[src/sv/hcpf_pkg.sv]
// Shared widths, latencies, register indexes and sideband types of the contact force core.
package hcpf_pkg;
  localparam int IDX_W   = 8;
  localparam int POS_W   = 32;
  localparam int LEN_W   = 31;
  localparam int DELTA_W = 33;
  localparam int MAG_W   = 32;
  localparam int S_W     = 64;
  localparam int DIST_W  = 33;
  localparam int FORCE_W = 40;
  localparam int VIR_W   = 64;
  localparam int NUM_W   = 42;
  localparam int FRAC_STEPS = 7;

  localparam int STIFF_SOFT = 1;
  localparam int STIFF_HARD = 100;

  localparam int MI_LAT  = MAG_W + 2;
  localparam int ISQ_LAT = S_W / 2 + 2;
  localparam int FD_LAT  = S_W + FRAC_STEPS + 3;

  localparam logic [FORCE_W-1:0] F_MAX = {1'b0, {(FORCE_W-1){1'b1}}};

  typedef enum logic {
    REG_BOX_WIDTH  = 1'b0,
    REG_BOX_HEIGHT = 1'b1
  } reg_idx_t;

  typedef struct packed {
    logic [IDX_W-1:0] idx_a;
    logic [IDX_W-1:0] idx_b;
    logic [LEN_W-1:0] sigma;
    logic             bonded;
  } pair_sb_t;

  typedef struct packed {
    pair_sb_t                   sb;
    logic signed [DELTA_W-1:0]  dx;
    logic signed [DELTA_W-1:0]  dy;
    logic                       after;
    logic                       k_hard;
    logic                       fz;
  } geo_sb_t;

  typedef struct packed {
    logic [IDX_W-1:0]           idx_a;
    logic [IDX_W-1:0]           idx_b;
    logic                       bonded;
    logic                       after;
    logic                       fz;
    logic                       neg_x;
    logic                       neg_y;
    logic signed [DELTA_W-1:0]  dx;
    logic signed [DELTA_W-1:0]  dy;
  } frc_sb_t;
endpackage

[src/sv/hcpf_isqrt.sv]
// Pipelined integer square root rounded to nearest, one result bit per stage.
module hcpf_isqrt import hcpf_pkg::*; (
  input  logic              clk,
  input  logic              en,
  input  logic [S_W-1:0]    s,
  output logic [DIST_W-1:0] root
);
  localparam int STEPS = S_W / 2;

  logic [S_W-1:0] sr  [STEPS+1];
  logic [S_W-1:0] res [STEPS+1];
  logic           up;

  always_ff @(posedge clk) begin
    if (en) begin
      sr[0]  <= s;
      res[0] <= '0;
    end
  end

  for (genvar i = 0; i < STEPS; i++) begin : g_step
    localparam logic [S_W-1:0] BIT = {{(S_W-1){1'b0}}, 1'b1} << (S_W - 2 - 2 * i);
    logic [S_W-1:0] t;
    logic           ge;
    assign t  = res[i] + BIT;
    assign ge = sr[i] >= t;
    always_ff @(posedge clk) begin
      if (en) begin
        sr[i+1]  <= ge ? sr[i] - t : sr[i];
        res[i+1] <= ge ? (res[i] >> 1) + BIT : res[i] >> 1;
      end
    end
  end

  assign up = sr[STEPS] > res[STEPS];

  always_ff @(posedge clk) begin
    if (en) root <= {1'b0, res[STEPS][DIST_W-2:0]} + {{(DIST_W-1){1'b0}}, up};
  end
endmodule

[config.mk]
export PLATFORM = sky130hd
export DESIGN_NAME = hcpf_isqrt
export DESIGN_NICKNAME = d
export VERILOG_FILES = /design/src/sv/hcpf_pkg.sv /design/src/sv/hcpf_isqrt.sv
export SDC_FILE = /design/constraint.sdc
export NUM_CORES = 2
export LEC_CHECK = 0
export ABC_CLOCK_PERIOD_IN_PS = 5900
export BUFFER_PORTS_ARGS = -buffer_cell sky130_fd_sc_hd__buf_2
export CORE_MARGIN = 2
export CORE_UTILIZATION = 35
export DETAILED_ROUTE_END_ITERATION = 10
export PLACE_DENSITY_LB_ADDON = 0.1
export SLEW_MARGIN = 20
export SYNTH_ARGS = -nofsm -noshare
export SYNTH_HDL_FRONTEND = slang
export SYNTH_MEMORY_MAX_BITS = 65536
export SYNTH_SLANG_ARGS = --single-unit
[constraint.sdc]
create_clock -name clk -period 5.9 [get_ports clk]
set_clock_uncertainty 0.1 [all_clocks]
set_input_delay 1.475 -clock clk [delete_from_list [all_inputs] [get_ports clk]]
set_output_delay 1.475 -clock clk [all_outputs]
set_load 0.01 [all_outputs]
==> results.json <==
{
  "drtIter0Drc": 7233,
  "route.met2.wl_um": 167000,
  "rsz0062_at_grt": "false",
  "reg2reg_to": "sr[0][1979]$_DFFE_PP_",
  "place_area_um2": 136700,
  "cts.clk_slew.worst_paths_ps": 60,
  "multi_input_area_um2": 46030,
  "cts_resized": 0,
  "setup_viol": 0,
  "holdPathEnd": "sr[0][1797]$_DFFE_PP_",
  "worstHoldStart": "sr[0][1733]$_DFFE_PP_",
  "synthArstFlopShare_pct": 0,
  "maxCapViolations": 0,
  "dr.pass1.iters": 6,
  "numCtsBuffers": 310,
  "cts.path.max_buffers": 4,
  "power.density_nw_per_um2": 386.1,
  "yosys.area.top_type_share_pct": 61.84,
  "vias": 83660,
  "grt_max_degree": 192,
  "cts_root_buf": "clkbuf_16",
  "post_cts_buffers": 0,
  "num-nets-final": 11380,
  "yosysSeqAreaShare_pct": 61.84,
  "relSlewSlack_pct": 16.63,
  "grt_util_all_layers_pct": 18.55,
  "hold_buffers": 0,
  "die_x_um": 613.0,
  "syn_area_um2": 129800,
  "drive_above_1_share_pct": 7.539,
  "globalplace.congestion": 0.9106,
  "place_hpwl_um": 270400,
  "pin_count": 99,
  "syn_nets": 11080,
  "design_area_um2": 146400,
  "fmax_mhz": 215.8,
  "peakVddDrop_v": 0.0002624,
  "rows": 223,
  "seqCellArea_um2": 80270,
  "r2r_start": "sr[0][1898]$_DFFE_PP_",
  "synth_most_common_cell": "edfxtp_1",
  "tightest_slew_ps": 1251,
  "die_y_um": 613.0,
  "synthTopCellsByCount": "edfxtp_1, inv_1, nand2_1",
  "yosys_warnings": 0,
  "drt-met1-wl_um": 167300,
  "syn_inst": 10410,
  "cp_data_required_time_ps": 6490,
  "cp_max_fo": 31,
  "antenna_found_initial": 13,
  "overflow": 0,
  "ys_seq_elements": 2673,
  "drc": 0,
  "synth_area_leaders": "edfxtp_1, ha_1, xnor2_1",
  "fill_cells": 34820,
  "reg2reg_slack_ps": 1270,
  "final.setup.tns_ps": 0,
  "rr_worst_depth": 9,
  "start_util_pct": 35.16,
  "period_minus_slack_ps": 4635,
  "core_area_um2": 369100,
  "grt_pass1_wl_um": 530400,
  "highest_layer": "met5",
  "ant_nets": 0,
  "yosys_most_used_dff": "edfxtp_1",
  "status": "complete, no violations",
  "finalMaxSlewViolations": 0,
  "whs_path_depth": 0,
  "leakage_nw": 53.86,
  "cts-htree-levels": 5,
  "ys_types": 94,
  "synth_edf_count": 2673,
  "first_global_vias": 81690,
  "post-route-period-util_pct": 78.55,
  "clkLatencyLatePin_ps": 910,
  "cts_tree": "built",
  "io_buffers": 98,
  "finalHoldViolations": 0,
  "wire_per_inst_um": 22.48,
  "vias_per_cell": 5.258,
  "crit_arrival_ps": 5230,
  "path_class": "reg2reg",
  "hold_class": "reg2reg",
  "syn_to_final_growth_pct": 12.81,
  "cts.sinks": 2673,
  "syn_avg_cell_area_um2": 12.46,
  "yosys.area.top_type": "edfxtp_1",
  "cp-start-kind": "flop",
  "wl_um": 357700,
  "wl_met3_um": 15150,
  "die_area_um2": 375700,
  "end_kind": "flop"
}
registers in the layout (all words and copies together) (netlist names):
| signal | flops |
|---|---|
| res | 528 |
| root | 33 |
| sr | 2112 |
power breakdown:
part,internal (mW),switching (mW),leakage [nW]
sequential,24.1,2.07,25.7
combinational,4.75,7.23,23.5
clock,10.5,7.90,4.68
total,39.3,17.2,53.9
layout by cell type, fill, tap and decap left out, drive strengths merged, types with 53 or more instances in the layout:
cell type,n
nor2,655
xnor2,573
o21ai,493
nor4,368
o21a,117
a31oi,60
a21oi,627
or3,117
a21o,236
buf,189
clkinv,136
inv,772
edfxtp,2673
nand3,184
clkbuf,376
nor3,295
mux2,104
nand2b,114
and3,53
nand2,659
or4,93
o21bai,57
xor2,384
nand4,191
ha,595
nor2b,81
cell families (layout without fill, tap and decap cells):
family / Yosys count / in the layout / share of synthesized area, %
other: 0 / 6 / 0
and+or+nand+nor: 3105 / 3105 / 12.48
adders and majority gates: 595 / 595 / 5.736
buffers and inverters: 961 / 1504 / 2.804
AOI/OAI and AO/OA: 2009 / 2009 / 9.696
muxes: 114 / 114 / 0.9794
xor gates and xnor gates: 957 / 957 / 6.458
DFF: 2673 / 2673 / 61.84
area by class of cell:
class,instances,share of cell area [%]
inverter,761,1.951
multi-input combinational,6780,31.44
clock inverter,178,1.057
antenna,6,0.01025
sequential,2673,54.82
timing repair buffer,189,0.9657
clock buffer,376,5.526
tap,4950,4.230
routing by layer:
metal	GRT usage, %	vias up
met2	30.35	2021
met1	26.33	41350
met5	0	-
li1	-	39840
met3	2.032	457
met4	4.403	2
worst max-delay path, stage by stage, from the launching register on:
cell and delay, ps:
edfxtp_1 450, or4_4 570, or4_4 480, or3_4 450, nor4_1 810, or3_2 320, nor2_4 170, nor4_4 590
nand4b_1 190, xnor2_1 300
worst max path at each step:
| stage | cells after the start | start | slack (ps) | to |
|---|---|---|---|---|
| 2_1_floorplan | 19 | res[1][1]$_DFFE_PP_ | 2470 | root[29]$_DFFE_PP_ |
| 3_3_place_gp | 9 | sr[0][1898]$_DFFE_PP_ | 1330 | sr[0][1979]$_DFFE_PP_ |
| 3_5_place_dp | 9 | sr[0][1898]$_DFFE_PP_ | 1350 | sr[0][1979]$_DFFE_PP_ |
| 4_1_cts | 9 | sr[0][1898]$_DFFE_PP_ | 1330 | sr[0][1979]$_DFFE_PP_ |
| 5_1_grt | 12 | sr[0][1737]$_DFFE_PP_ | 1000 | sr[0][1833]$_DFFE_PP_ |
| 6_report | 9 | sr[0][1898]$_DFFE_PP_ | 1270 | sr[0][1979]$_DFFE_PP_ |
through the flow:
step | hold slack, ps | util [%] | total power, mW | cells | worst slack, ps
2_1_floorplan | 316.6 | - | 33.98 | 10410 | 2470
3_3_place_gp | 327.9 | 37.03 | 38.32 | 15350 | 1333
3_5_place_dp | 331.8 | 37.04 | 38.32 | 15350 | 1351
4_1_cts | 297.5 | 39.65 | 57.13 | 15910 | 1328
5_1_grt | 306.4 | 39.66 | 59.37 | 15910 | 997.8
6_report | 311.3 | 39.66 | 56.53 | 15910 | 1265
Note: power is estimated with default switching activity, not from simulation.
