$ cat src/sv/hcpf_pkg.sv
// Shared widths, latencies, register indexes and sideband types of the contact force core.
package hcpf_pkg;
  localparam int IDX_W   = 8;
  localparam int POS_W   = 32;
  localparam int LEN_W   = 31;
  localparam int DELTA_W = 33;
  localparam int MAG_W   = 32;
  localparam int S_W     = 64;
  localparam int DIST_W  = 33;
  localparam int FORCE_W = 40;
  localparam int VIR_W   = 64;
  localparam int NUM_W   = 42;
  localparam int FRAC_STEPS = 7;

  localparam int STIFF_SOFT = 1;
  localparam int STIFF_HARD = 100;

  localparam int MI_LAT  = MAG_W + 2;
  localparam int ISQ_LAT = S_W / 2 + 2;
  localparam int FD_LAT  = S_W + FRAC_STEPS + 3;

  localparam logic [FORCE_W-1:0] F_MAX = {1'b0, {(FORCE_W-1){1'b1}}};

  typedef enum logic {
    REG_BOX_WIDTH  = 1'b0,
    REG_BOX_HEIGHT = 1'b1
  } reg_idx_t;

  typedef struct packed {
    logic [IDX_W-1:0] idx_a;
    logic [IDX_W-1:0] idx_b;
    logic [LEN_W-1:0] sigma;
    logic             bonded;
  } pair_sb_t;

  typedef struct packed {
    pair_sb_t                   sb;
    logic signed [DELTA_W-1:0]  dx;
    logic signed [DELTA_W-1:0]  dy;
    logic                       after;
    logic                       k_hard;
    logic                       fz;
  } geo_sb_t;

  typedef struct packed {
    logic [IDX_W-1:0]           idx_a;
    logic [IDX_W-1:0]           idx_b;
    logic                       bonded;
    logic                       after;
    logic                       fz;
    logic                       neg_x;
    logic                       neg_y;
    logic signed [DELTA_W-1:0]  dx;
    logic signed [DELTA_W-1:0]  dy;
  } frc_sb_t;
endpackage

$ cat src/sv/hcpf_minimg.sv
// Pipelined minimum-image reduction of one axis, one remainder bit per stage.
module hcpf_minimg import hcpf_pkg::*; (
  input  logic                      clk,
  input  logic                      en,
  input  logic signed [DELTA_W-1:0] delta,
  input  logic [LEN_W-1:0]          len,
  output logic signed [DELTA_W-1:0] dx
);
  logic [MAG_W-1:0]          num [MAG_W+1];
  logic [MAG_W-1:0]          rem [MAG_W+1];
  logic                      qb  [MAG_W+1];
  logic                      neg [MAG_W+1];
  logic signed [DELTA_W-1:0] dl  [MAG_W+1];
  logic signed [DELTA_W-1:0] dabs;
  logic [MAG_W-1:0]          r;
  logic [MAG_W-1:0]          twor;
  logic                      up;
  logic signed [DELTA_W-1:0] res;
  logic signed [DELTA_W-1:0] dx_next;

  assign dabs = delta[DELTA_W-1] ? -delta : delta;

  always_ff @(posedge clk) begin
    if (en) begin
      num[0] <= dabs[MAG_W-1:0];
      rem[0] <= '0;
      qb[0]  <= 1'b0;
      neg[0] <= delta[DELTA_W-1];
      dl[0]  <= delta;
    end
  end

  for (genvar i = 0; i < MAG_W; i++) begin : g_step
    logic [MAG_W-1:0] t;
    logic             ge;
    assign t  = {rem[i][MAG_W-2:0], num[i][MAG_W-1]};
    assign ge = t >= {1'b0, len};
    always_ff @(posedge clk) begin
      if (en) begin
        rem[i+1] <= ge ? t - {1'b0, len} : t;
        num[i+1] <= {num[i][MAG_W-2:0], 1'b0};
        qb[i+1]  <= ge;
        neg[i+1] <= neg[i];
        dl[i+1]  <= dl[i];
      end
    end
  end

  assign r    = rem[MAG_W];
  assign twor = {r[MAG_W-2:0], 1'b0};
  assign up   = (twor > {1'b0, len}) || ((twor == {1'b0, len}) && qb[MAG_W]);
  assign res  = up ? $signed({1'b0, r}) - $signed({2'b0, len}) : $signed({1'b0, r});

  always_comb begin
    if (len == '0) dx_next = dl[MAG_W];
    else           dx_next = neg[MAG_W] ? -res : res;
  end

  always_ff @(posedge clk) begin
    if (en) dx <= dx_next;
  end
endmodule

$ cat config.mk
export PLATFORM = sky130hd
export DESIGN_NAME = hcpf_minimg
export DESIGN_NICKNAME = d
export VERILOG_FILES = /design/src/sv/hcpf_pkg.sv /design/src/sv/hcpf_minimg.sv
export SDC_FILE = /design/constraint.sdc
export NUM_CORES = 2
export LEC_CHECK = 0
export ABC_CLOCK_PERIOD_IN_PS = 5540
export CAP_MARGIN = 0
export CORE_UTILIZATION = 40
export DETAILED_ROUTE_END_ITERATION = 6
export DONT_BUFFER_PORTS = 1
export PLACE_DENSITY = 0.54
export REMOVE_ABC_BUFFERS = 1
export SLEW_MARGIN = 20
export SYNTH_ARGS = -nofsm -noshare
export SYNTH_HDL_FRONTEND = slang
export SYNTH_SLANG_ARGS = --single-unit
$ cat constraint.sdc
create_clock -name clk -period 5.54 [get_ports clk]
set_clock_uncertainty 0.15 [all_clocks]
set_input_delay 0.277 -clock clk [delete_from_list [all_inputs] [get_ports clk]]
set_output_delay 0.277 -clock clk [all_outputs]
set_load 0.01 [all_outputs]
==> results.yml <==
clock_network:
  cts_num_sinks: 2612
  clk_latency_ps: 920
  root_buffer: "clkbuf_16"
  h-tree-depth: 5
  clkTransAtPathRegs_ps: 70
  clock_path_buffers: 4
  numCtsBuffers: 299
  cts_tree: "done"
die:
  die_area_um2: 348000
  die_y_um: 590
  die_w_um: 590
  core_um2: 344000
  rows: 215
  pin_count: 99
  initial_core_util_pct: 40.3
grt:
  grt_pass1_vias: 90600
  track_usage_pct: 21.4
  grt_overflow: 0
  grt_first_pass_wirelength_um: 567000
  grt_max_degree: 219
  antenna_found_initial: 25
worst_setup_path:
  worstPathRequired_ps: 6120
  end_kind: "register"
  critPathMaxFanout: 5
  cp-start-kind: "primary input"
  path_class: "primary input to register"
  crit_arrival_ps: 5630
  reg2reg_slack_ps: 690
logic_synthesis:
  syn_inst: 11600
  synth_top_area_share_pct: 56.7
  synth_area_leaders: "edfxtp_1 (57%), ha_1 (9.3%), o21ai_0 (4.0%), nand2_1 (3.4%), a21oi_1 (2.9%)"
  ys.flop_type: "edfxtp_1"
  synthMuxAreaShare_pct: 1.40
  synth_edf_count: 2612
  synth_xor_area_share_pct: 5.38
  yosys.area_share.simple_pct: 10.1
  ys_seq_area_share_pct: 56.7
  synth_compound_area_share_pct: 15.0
  yosysMostFrequentCell: "edfxtp_1"
  synth_fa_ha_area_share_pct: 9.74
  synth_top_family_by_area: "compound AO/OA/AOI/OAI gates"
  netlist_top_cells_count: "edfxtp_1 (2612), nand2_1 (1266), o21ai_0 (1098), ha_1 (1026), a21oi_1 (799)"
  synth_seq_cells: 2612
  synth_cell_types: 115
  netlist_area_um2: 138000
  ys_async_sr_fraction_pct: 0
  synth.avg_cell_area_um2: 11.9
  yosysTopAreaCell: "edfxtp_1"
  ys_warn_count: 0
final_layout:
  regArea_um2: 78400
  post-route-cell-area_um2: 157000
  layout-drive-gt1-share_pct: 8.14
  fill_cells: 30800
  syn_to_final_growth_pct: 13.4
  multiInputGateArea_um2: 58000
  fin_nets: 13100
drt:
  avgViaCountPerCell: 5.55
  routedWlPerCell_um: 22.6
  vias: 93200
  drtPass1Iterations: 6
  wirelength_um: 380000
  drc_errors: 0
  drt_iter0_drc: 7480
  ant_nets: 0
timing:
  finalWorstSetupSlack_ps: 491
  slew_headroom_pct: 27.0
  hold_slack_ps: 72.4
  min_period_ps: 5050
  clock.fmax_mhz: 198
  post-route-period-util_pct: 91.1
  slew_violations: 0
  finalHoldViolCount: 0
  rsz0062_at_grt: "no"
  setup-tns-final_ps: 0
  setup_viol: 0
  tightestPinTransition_ps: 1100
power_and_ir_drop:
  ir_drop_mv: 0.668
  power.leakage_nw: 59.6
  p_total_mw: 94.2
  p_per_area_nw_per_um2: 601
placement:
  post_dp_cell_area_um2: 146000
  dp_slack_ps: 285
  place.gp.congestion: 0.898
  portBuffers: 0
  dp_hpwl_um: 273000
run:
  max-cap-violations: 0
worst_hold_path:
  hold_path.class: "primary input to register"
run_status:
  status: "complete, no violations"
==> cell families (layout without fill, tap and decap cells) <==
| family | count (synthesis) | after routing |
|---|---|---|
| compound gates | 3348 | 3348 |
| simple gates | 2987 | 2987 |
| other cells | 0 | 7 |
| xor+xnor | 850 | 850 |
| fa+ha+maj | 1058 | 1058 |
| flops | 2612 | 2612 |
| mux | 172 | 172 |
| buf+inv | 566 | 1207 |
==> where the power goes <==
| part | internal [mW] | switching, mW |
|---|---|---|
| Combinational | 17.6 | 24.8 |
| Sequential | 29.0 | 3.37 |
| Clock | 11.2 | 8.17 |
| Total | 57.8 | 36.4 |
==> worst max-delay path, stage by stage <==
cell,delay (ps)
dlygate4sd3_1,1000
inv_2,140
buf_4,270
buf_4,220
ha_1,310
nor2b_1,130
o21ai_0,240
a21oi_1,190
o31a_1,310
a211o_1,380
a41oi_1,400
a21oi_1,190
a21oi_1,340
nand2b_1,90
a21oi_1,180
xor2_1,80
o21ai_0,610
buf_4,230
==> flip-flops by register name, indices dropped and copies added (netlist names) <==
name,flops
num,496
neg,32
qb,1
rem,993
dl,1057
dx,33
==> metrics by stage <==
step,util (%),cells
after CTS,45.6,16800
after floorplan,-,11300
after detailed placement,42.6,16200
after global placement,42.6,16200
final,45.7,16800
after global routing,45.7,16800
==> final timing paths <==
path                                     to   startpoint  depth (start not counted)
worst max register to register  rem[1][459]  num[0][959]                         16
worst min-delay path            rem[0][257]       len[1]                          3
worst min register to register    dl[20][0]    dl[19][0]                          0
worst max-delay path            rem[1][155]       len[1]                         18
==> cell usage in the layout, fill, tap and decap left out, types with 76 or more instances in the layout <==
cell       instances
o31ai_1          126
and3_1            81
xor2_1           400
ha_1            1026
or3_1             76
buf_4            198
mux2_2           132
nand4_1          122
nand2_1         1265
o21ai_0         1098
a21o_1           373
edfxtp_1        2612
nand3_1          212
nor2_1           527
a211oi_1          93
clkbuf_16        303
nand2b_1         184
a21oi_1          798
inv_1            288
nor3_1           166
o21bai_1         108
a31oi_1          106
o21a_1           115
nor2b_1           94
xnor2_1          450
==> layer usage <==
| layer | vias up | global-route usage (%) | wire length (um) |
|---|---|---|---|
| li1 | 45000 | - | - |
| met1 | 45200 | 30.6 | 178000 |
| met2 | 2334 | 33.4 | 168000 |
| met3 | 604 | 3.07 | 20600 |
| met4 | 4 | 6.72 | 12700 |
| met5 | - | 0 | 27 |
==> repair_timing <==
| action | in CTS | in global routing |
|---|---|---|
| hold buffers | 79 | 0 |
| hold endpoints to repair | 924 | 0 |
| setup buffers | 0 | 0 |
| resized for setup | 0 | 0 |
| setup endpoints to repair | 0 | 0 |
==> final cells by class <==
type,count,area share (%)
well taps,4557,3.64
clock inverters,160,1.06
flip-flops and latches,2612,50.0
inverters,318,0.761
clock buffers,377,5.01
diodes,7,0.0112
repair buffers,352,2.55
multi-input cells,8415,37.0
(Power assumes the default switching activity.)
