<file path="src/sv/hcpf_delay.sv">
// Delay line with a reset valid bit beside each payload stage.
module hcpf_delay #(
  parameter int W = 8,
  parameter int N = 2
) (
  input  logic         clk,
  input  logic         rst,
  input  logic         en,
  input  logic         vin,
  input  logic [W-1:0] din,
  output logic         vout,
  output logic [W-1:0] dout
);
  logic [N-1:0] vl;
  logic [W-1:0] dl [N];

  always_ff @(posedge clk) begin
    if (rst) begin
      vl <= '0;
    end else if (en) begin
      vl[0] <= vin;
      for (int i = 1; i < N; i++) vl[i] <= vl[i-1];
    end
  end

  always_ff @(posedge clk) begin
    if (en) begin
      dl[0] <= din;
      for (int i = 1; i < N; i++) dl[i] <= dl[i-1];
    end
  end

  assign vout = vl[N-1];
  assign dout = dl[N-1];
endmodule

</file>
<file path="config.mk">
export PLATFORM = sky130hd
export DESIGN_NAME = hcpf_delay
export DESIGN_NICKNAME = d
export VERILOG_FILES = /design/src/sv/hcpf_delay.sv
export SDC_FILE = /design/constraint.sdc
export NUM_CORES = 1
export LEC_CHECK = 0
export ABC_CLOCK_PERIOD_IN_PS = 1700
export BUFFER_PORTS_ARGS = -buffer_cell sky130_fd_sc_hd__buf_2
export CAP_MARGIN = 30
export CORE_MARGIN = 4
export CORE_UTILIZATION = 30
export CTS_CLUSTER_DIAMETER = 60
export DETAILED_ROUTE_END_ITERATION = 10
export GPL_TIMING_DRIVEN = 0
export PLACE_DENSITY = 0.61
export SYNTH_ARGS = -nofsm -noshare
export SYNTH_HDL_FRONTEND = slang
export SYNTH_SLANG_ARGS = --single-unit
</file>
<file path="constraint.sdc">
create_clock -name clk -period 1.7 [get_ports clk]
set_input_delay 0.34 -clock clk [delete_from_list [all_inputs] [get_ports clk]]
set_output_delay 0.34 -clock clk [all_outputs]
set_load 0.02 [all_outputs]
</file>
==> results of run 1 <==
[through the flow]
step	area [µm²]	cells	power (mW)	setup WS (ns)
floorplan	608	30	0.571	0.870
global placement	742	77	0.603	0.638
detailed placement	742	77	0.605	0.625
CTS	768	81	0.805	0.404
global route	768	81	0.834	0.361
finish	768	81	0.789	0.424
[worst min path at each step]
stage / from / cells past startpoint / slack, ns / end
final: rst / 2 / 0.22 / vl[1]
after global routing: din[7] / 1 / 0.20 / dl[0][7]
after CTS: rst / 2 / 0.21 / vl[0]
after detailed placement: dl[0][1] / 0 / 0.41 / dl[0][9]
after global placement: dl[0][3] / 0 / 0.41 / dl[0][11]
after floorplan: dl[0][2] / 0 / 0.40 / dl[0][10]
[cell usage after synthesis]
library cell,instances
edfxtp_1,16
nor2_1,2
buf_4,8
mux2i_1,2
dfxtp_1,2
[final cells by class]
| class | instances | area share |
|---|---|---|
| well taps | 27 | 0.0440 |
| repair buffers | 20 | 0.130 |
| multi-input cells | 4 | 0.0358 |
| clock inverters | 1 | 0.00489 |
| flip-flops and latches | 18 | 0.678 |
| plain buffers | 8 | 0.0782 |
| clock buffers | 3 | 0.0293 |
[layer usage]
| metal | routed length [µm] | GRT usage | vias up |
|---|---|---|---|
| met4 | 6 | 0.0511 | 0 |
| met3 | 87 | 0.0254 | 2 |
| li1 | - | - | 149 |
| met5 | 0 | 0 | - |
| met1 | 330 | 0.0719 | 111 |
| met2 | 261 | 0.0620 | 17 |
[cells by family after synthesis]
logic type,after synthesis,synth area share
multiplexers,2,0.0329
AND/OR/NAND/NOR,2,0.0124
buffers and inverters,8,0.0988
flip-flops,18,0.856
[registers in the layout, indices dropped and copies added, names as in the netlist]
| signal | flops |
|---|---|
| dl | 16 |
| vl | 2 |
[worst max-delay path, stage by stage, from the launching register on]
cell	delay [ns]
edfxtp_1	0.38
buf_4	0.14
buf_2	0.15
[power groups by stage]
| stage | Sequential, mW | Combinational (mW) | Clock (mW) |
|---|---|---|---|
| after detailed placement | 0.535 | 0.0702 | 0 |
| after global placement | 0.534 | 0.0694 | 0 |
| after global routing | 0.527 | 0.0750 | 0.232 |
| after floorplan | 0.533 | 0.0374 | 0 |
| after CTS | 0.525 | 0.0702 | 0.210 |
| final | 0.524 | 0.0689 | 0.197 |
==> reports/results.tsv, run 1 <==
metric	value	unit
outcome	complete, no violations	
crit share post-route	0.751	
IO Pins	21	
ANT cells	0	
Crit Path Class	flip-flop to primary output	
RSZ-0062 raised after global routing	false	
top-area cell type share of the netlist area	0.790	
Hold Slack	0.224	ns
CP Max Fanout	1	
vias in the first global route	245	
synth warn	0	
Hold-fix buffers, CTS	0	
Register-to-Register Setup Slack	1.08	ns
global-route wire length before repair	1040	µm
Max Clock Freq	784	MHz
proportion of layout cells with a drive suffix above 1	0.574	
H-tree depth	1	
Post-CTS Setup Inserts	0	
combinational share of power	0.087	
post-synthesis net count	42	
Critical Path End Type	primary output	
drt drc	0	
maximum VDD drop	526	µV
synthesized cell area	608	µm²
Int Pwr	0.635	mW
clock skew	0.00197	ns
Rel. slew slack	0.754	
crit path to	dout[2]	
final hold vios	0	
TritonCTS clock tree	built	
post-cts resize count	0	
DR pass1 iterations	1	
Syn Area/Cell	20.3	µm²
fill cell count	187	
GRT Resource Usage Total	0.0544	
die area	2810	µm²
CP Launch Type	flip-flop	
CTS Buf Count	3	
final WL	685	µm
DR iter-0 viols	0	
Reg-to-Reg End	dl[0][10]	
antenna-violating nets left	0	
Seq. cell area	520	µm²
Synth Register Bits	18	
clk root buf	clkbuf_4	
Die H	53.0	µm
max_cap viols	0	
most frequent cells in the layout	20 x buf_2, 16 x edfxtp_1, 8 x buf_4	
Clock power frac	0.249	
worst reg2reg path depth	0	
Multi-input gate area	27.5	µm²
Final min period	1.28	ns
Util after Layout	0.396	
sequential-to-total area share from yosys stat	0.856	
crit path launch	dl[0][10]	
Seq pwr share	0.664	
Std-Cell Rows	16	
Final setup viols	0	
vias per cell	3.44	
Worst-path clk slew	0.09	ns
commonest non-fill, non-tap cell in the layout	buf_2	
Worst-Margin Slew	0.370	ns
FF-to-FF Start	dl[0][2]	
largest cells by area after synthesis	edfxtp_1 79%, buf_4 9.9%, dfxtp_1 6.6%, mux2i_1 3.3%, nor2_1 1.2%	
WP data required	1.36	ns
pwr/cell area	1030	nW/µm²
worst skew pair latency	0.28	ns
largest net degree at the start of global routing	19	
Starting Density	0.313	
Net count, final	67	
Synth area leader	edfxtp_1	
IO buf count	20	
worst hold path class	input pin to flip-flop	
net switching power	0.154	mW
Max Slew Vio Count	0	
CORE AREA	1940	µm²
Max Root-Sink Buffers	2	
Critical Path AT	0.94	ns
clock sinks	18	
GP Congestion	0.567	
WL/cell	8.46	µm
Area Growth Syn to Fin	26.3	%
Post-Synthesis Cells	30	
initial antenna violation count	0	
Vias	279	
P_leak	0.322	nW
setup_tns	0	ns
synth unique cells	5	
Die W	53.0	µm
switching share of total power	0.196	
GRT overflow	0	
Note: power is estimated with default switching activity, not from simulation.
==> run 2, diff against run 1 <==
- ABC_CLOCK_PERIOD_IN_PS: 1700 -> 1200
- clock period: 1.7 -> 1.2 ns (I/O delays scaled with it)
==> run 2 against run 1 <==
Effect of this change:
- cell count down 2.5%
- design area up 5.0%
- routed wire length up 2.3%
- worst hold slack worse by 0.10 ns
- critical path depth unchanged
- via count up 0.72%
- flip-flop and latch count unchanged
- largest power group unchanged
==> reports/results.tsv, run 2 (synthesis gave the netlist of run 1 again) <==
metric	value	unit
maximum VDD drop	755	µV
most frequent cells in the layout	16 x edfxtp_1, 12 x buf_2, 9 x buf_6	
GRT overflow	0	
initial antenna violation count	0	
max_cap viols	0	
Top Layer Used	met4	
Int Pwr	0.917	mW
metal2 WL	291	µm
crit path max-delay cell type	edfxtp_1	
WL/cell	8.87	µm
Max stage delay on crit path	0.38	ns
IO Pins	21	
Seq pwr share	0.653	
outcome	complete, no violations	
switching share of total power	0.195	
crit-path cells	buf_4 > buf_6	
Net count, final	65	
Starting Density	0.313	
ANT cells	0	
Std-Cell Rows	16	
global-route wire length before repair	1040	µm
met3 routed WL	74	µm
DR iter-0 viols	0	
H-tree depth	1	
met1 WL	329	µm
Clock power frac	0.244	
CORE AREA	1940	µm²
Util after Layout	0.416	
Rel. slew slack	0.754	
net switching power	0.223	mW
largest net degree at the start of global routing	19	
combinational share of power	0.103	
Die H	53.0	µm
antenna-violating nets left	0	
Worst-path clk slew	0.09	ns
Final setup viols	0	
IO buf count	20	
worst skew pair latency	0.28	ns
final hold vios	0	
fill cell count	180	
Vias	281	
vias in the first global route	245	
WP data required	0.96	ns
Post-CTS Setup Inserts	0	
RSZ-0062 raised after global routing	true	
die area	2810	µm²
Worst-Margin Slew	0.370	ns
DR pass1 iterations	1	
Top Registers	dl (16), vl (2)	
P_leak	0.331	nW
CP Launch Type	flip-flop	
commonest non-fill, non-tap cell in the layout	edfxtp_1	
CTS Buf Count	3	
setup_tns	0	ns
CP Max Fanout	1	
Max Root-Sink Buffers	2	
drt drc	0	
vias per cell	3.56	
GRT Resource Usage Total	0.0544	
Area Growth Syn to Fin	32.7	%
GP Congestion	0.567	
clock sinks	18	
total power	1.14	mW
post-cts resize count	0	
Hold-fix buffers, CTS	0	
Crit Path Class	flip-flop to primary output	
clock skew	0.00197	ns
Largest register FFs	16	
proportion of layout cells with a drive suffix above 1	0.558	
Die W	53.0	µm
worst hold path class	input pin to flip-flop	
TritonCTS clock tree	built	
Critical Path AT	0.92	ns
crit share post-route	0.963	
Max Clock Freq	865	MHz
Critical Path End Type	primary output	
Reg with most FFs	dl	
Final min period	1.16	ns
pwr/cell area	1410	nW/µm²
clk root buf	clkbuf_4	
final WL	701	µm
Max Slew Vio Count	0	
-- run 2: changes by cell type in the layout (fill, tap and decap cells not counted) --
cell	before	now
buf_2	20	12
buf_4	8	5
buf_6	0	9
-- run 2: worst max-delay path, delay by kind of cell, from the launching register on --
family | cells | cell delay, ns
flip-flops | 1 | 0.38
buffers and inverters | 2 | 0.26
-- run 2: metrics by stage --
| step | hold WS, ns | instances | cell area (µm²) | worst slack (ns) |
|---|---|---|---|---|
| after CTS | 0.110 | 81 | 768 | 0.00423 |
| after global placement | 0.406 | 77 | 742 | 0.238 |
| final | 0.124 | 79 | 807 | 0.0443 |
| after floorplan | 0.312 | 30 | 608 | 0.470 |
| after global routing | 0.104 | 79 | 807 | -0.00897 |
| after detailed placement | 0.409 | 77 | 742 | 0.225 |
-- run 2: routing by layer --
| metal | GRT usage | up-vias |
|---|---|---|
| li1 | - | 145 |
| met1 | 0.0719 | 117 |
| met2 | 0.0620 | 17 |
| met3 | 0.0254 | 2 |
| met4 | 0.0511 | 0 |
| met5 | 0 | - |
-- run 2: final timing paths --
path | startpoint | end | slack (ns) | cells after the start
worst min register to register | dl[0][1] | dl[0][9] | 0.43 | 0
worst max-delay path | dl[0][10] | dout[2] | 0.04 | 2
worst min-delay path | rst | vl[1] | 0.12 | 2
worst max register to register | dl[0][2] | dl[0][10] | 0.58 | 0
-- run 2: area by class of cell --
class | count | area [µm²] | share of cell area
clock inverters | 1 | 3.75 | 0.00465
repair buffers | 20 | 150 | 0.186
well taps | 27 | 33.8 | 0.0419
multi-input cells | 4 | 27.5 | 0.0341
flip-flops and latches | 18 | 520 | 0.645
clock buffers | 3 | 22.5 | 0.0279
plain buffers | 6 | 48.8 | 0.0605
-- run 2: power by group through the flow --
| stage | logic [mW] | registers [mW] | clock network (mW) |
|---|---|---|---|
| after global placement | 0.0983 | 0.756 | 0 |
| after floorplan | 0.0530 | 0.755 | 0 |
| after CTS | 0.0995 | 0.744 | 0.298 |
| final | 0.117 | 0.744 | 0.279 |
| after detailed placement | 0.0994 | 0.758 | 0 |
| after global routing | 0.125 | 0.748 | 0.329 |
==> run 3, diff against run 2 <==
- BUFFER_PORTS_ARGS: -buffer_cell sky130_fd_sc_hd__buf_2 -> unset
- DONT_BUFFER_PORTS: unset -> 1
- PLACE_DENSITY: 0.61 -> 0.53
==> run 3 against run 2 <==
Effect of this change:
- register-to-register slack got worse by 0.08 ns
- setup slack improved by 0.11 ns
- clock skew down 0.0017 ns
- critical path depth down 1
- combinational power down 52%
- largest power group unchanged
==> reports/results.tsv, run 3 (synthesis gave the netlist of run 1 again) <==
metric	value	unit
Worst-Margin Slew	0.232	ns
DR pass1 iterations	2	
crit path max-delay cell type	edfxtp_1	
Largest register FFs	16	
Crit Path Class	flip-flop to primary output	
die area	2810	µm²
Final min period	1.05	ns
GRT Resource Usage Total	0.0472	
CTS Buf Count	3	
FF-to-FF Start	vl[1]	
clk root buf	clkbuf_4	
grt peak-use layer	met2	
initial antenna violation count	0	
GP Congestion	0.521	
CP Launch Type	flip-flop	
worst skew pair latency	0.27	ns
Die W	53.0	µm
worst hold path class	input pin to flip-flop	
grt met2 use	0.0620	
vias in the first global route	220	
Hold-fix buffers, CTS	0	
Worst path top cell family by delay	flip-flops	
IO Pins	21	
Vias	208	
crit path buf inv count	1	
crit-path cells	buf_4	
GRT overflow	0	
Max Root-Sink Buffers	2	
largest net degree at the start of global routing	19	
Top Registers	dl (16), vl (2)	
Starting Density	0.313	
outcome	complete, no violations	
vias per cell	3.41	
P_leak	0.242	nW
clock skew	0.000314	ns
post-cts resize count	0	
Max Clock Freq	955	MHz
clock sinks	18	
WL/cell	10.1	µm
Final setup viols	0	
final WL	615	µm
placed cells	57	
Std-Cell Rows	16	
crit path launch	dl[0][11]	
DR iter-0 viols	1	
Reg with most FFs	dl	
ANT cells	0	
Die H	53.0	µm
most frequent cells in the layout	16 x edfxtp_1, 8 x buf_4, 3 x clkbuf_4	
Area Growth Syn to Fin	9.88	%
Max stage delay on crit path	0.37	ns
M3 GR Usage	0.0282	
Critical Path AT	0.81	ns
CORE AREA	1940	µm²
pwr/cell area	1600	nW/µm²
CP Max Fanout	1	
final hold vios	0	
Worst-path clk slew	0.09	ns
GR Layer Usage met1	0.0538	
Post-CTS Setup Inserts	0	
RSZ-0062 raised after global routing	false	
Max Slew Vio Count	0	
maximum VDD drop	744	µV
TritonCTS clock tree	built	
commonest non-fill, non-tap cell in the layout	edfxtp_1	
WP data required	0.96	ns
drt drc	0	
Hold Startpoint	rst	
Critical Path End Type	primary output	
max_cap viols	0	
Layout Cells excl Fill	61	
Net count, final	47	
crit share post-route	0.873	
IO buf count	0	
proportion of layout cells with a drive suffix above 1	0.324	
H-tree depth	1	
setup_tns	0	ns
global-route wire length before repair	910	µm
antenna-violating nets left	0	
Rel. slew slack	0.845	
==> run 3: final cells by class <==
class / count / area [µm²]
Buffer: 8 / 60.1
Clock inverter: 1 / 3.75
Sequential cell: 18 / 520
Fill cell: 191 / 1270
Tap cell: 27 / 33.8
Multi-Input combinational cell: 4 / 27.5
Clock buffer: 3 / 22.5
==> run 3: worst paths after layout <==
check / end / slack, ns / depth (start not counted)
max reg2reg: vl[1] / 0.50 / 2
min: vl[0] / 0.02 / 1
min reg2reg: dl[0][11] / 0.42 / 0
max: dout[3] / 0.15 / 1
==> run 3: power breakdown <==
group | internal [mW] | total [mW] | switching (mW)
registers | 0.732 | 0.743 | 0.0114
clock network | 0.120 | 0.273 | 0.153
logic | 0.0248 | 0.0556 | 0.0308
==> run 3: metal layers <==
metal / wire length (µm) / vias up
met1: 238 / 86
met5: 0 / -
met4: 10 / 0
met3: 88 / 2
met2: 278 / 11
li1: - / 109
==> run 3: stage by stage <==
step	hold WS (ns)	utilization	total power, mW	cell area, µm²	setup slack, ns
2_1_floorplan	0.312	-	0.808	608	0.470
3_3_place_gp	0.314	0.331	0.814	642	0.454
3_5_place_dp	0.316	0.331	0.815	642	0.446
4_1_cts	0.0146	0.344	1.09	668	0.136
5_1_grt	0.00367	0.344	1.12	668	0.109
6_report	0.0227	0.344	1.07	668	0.153
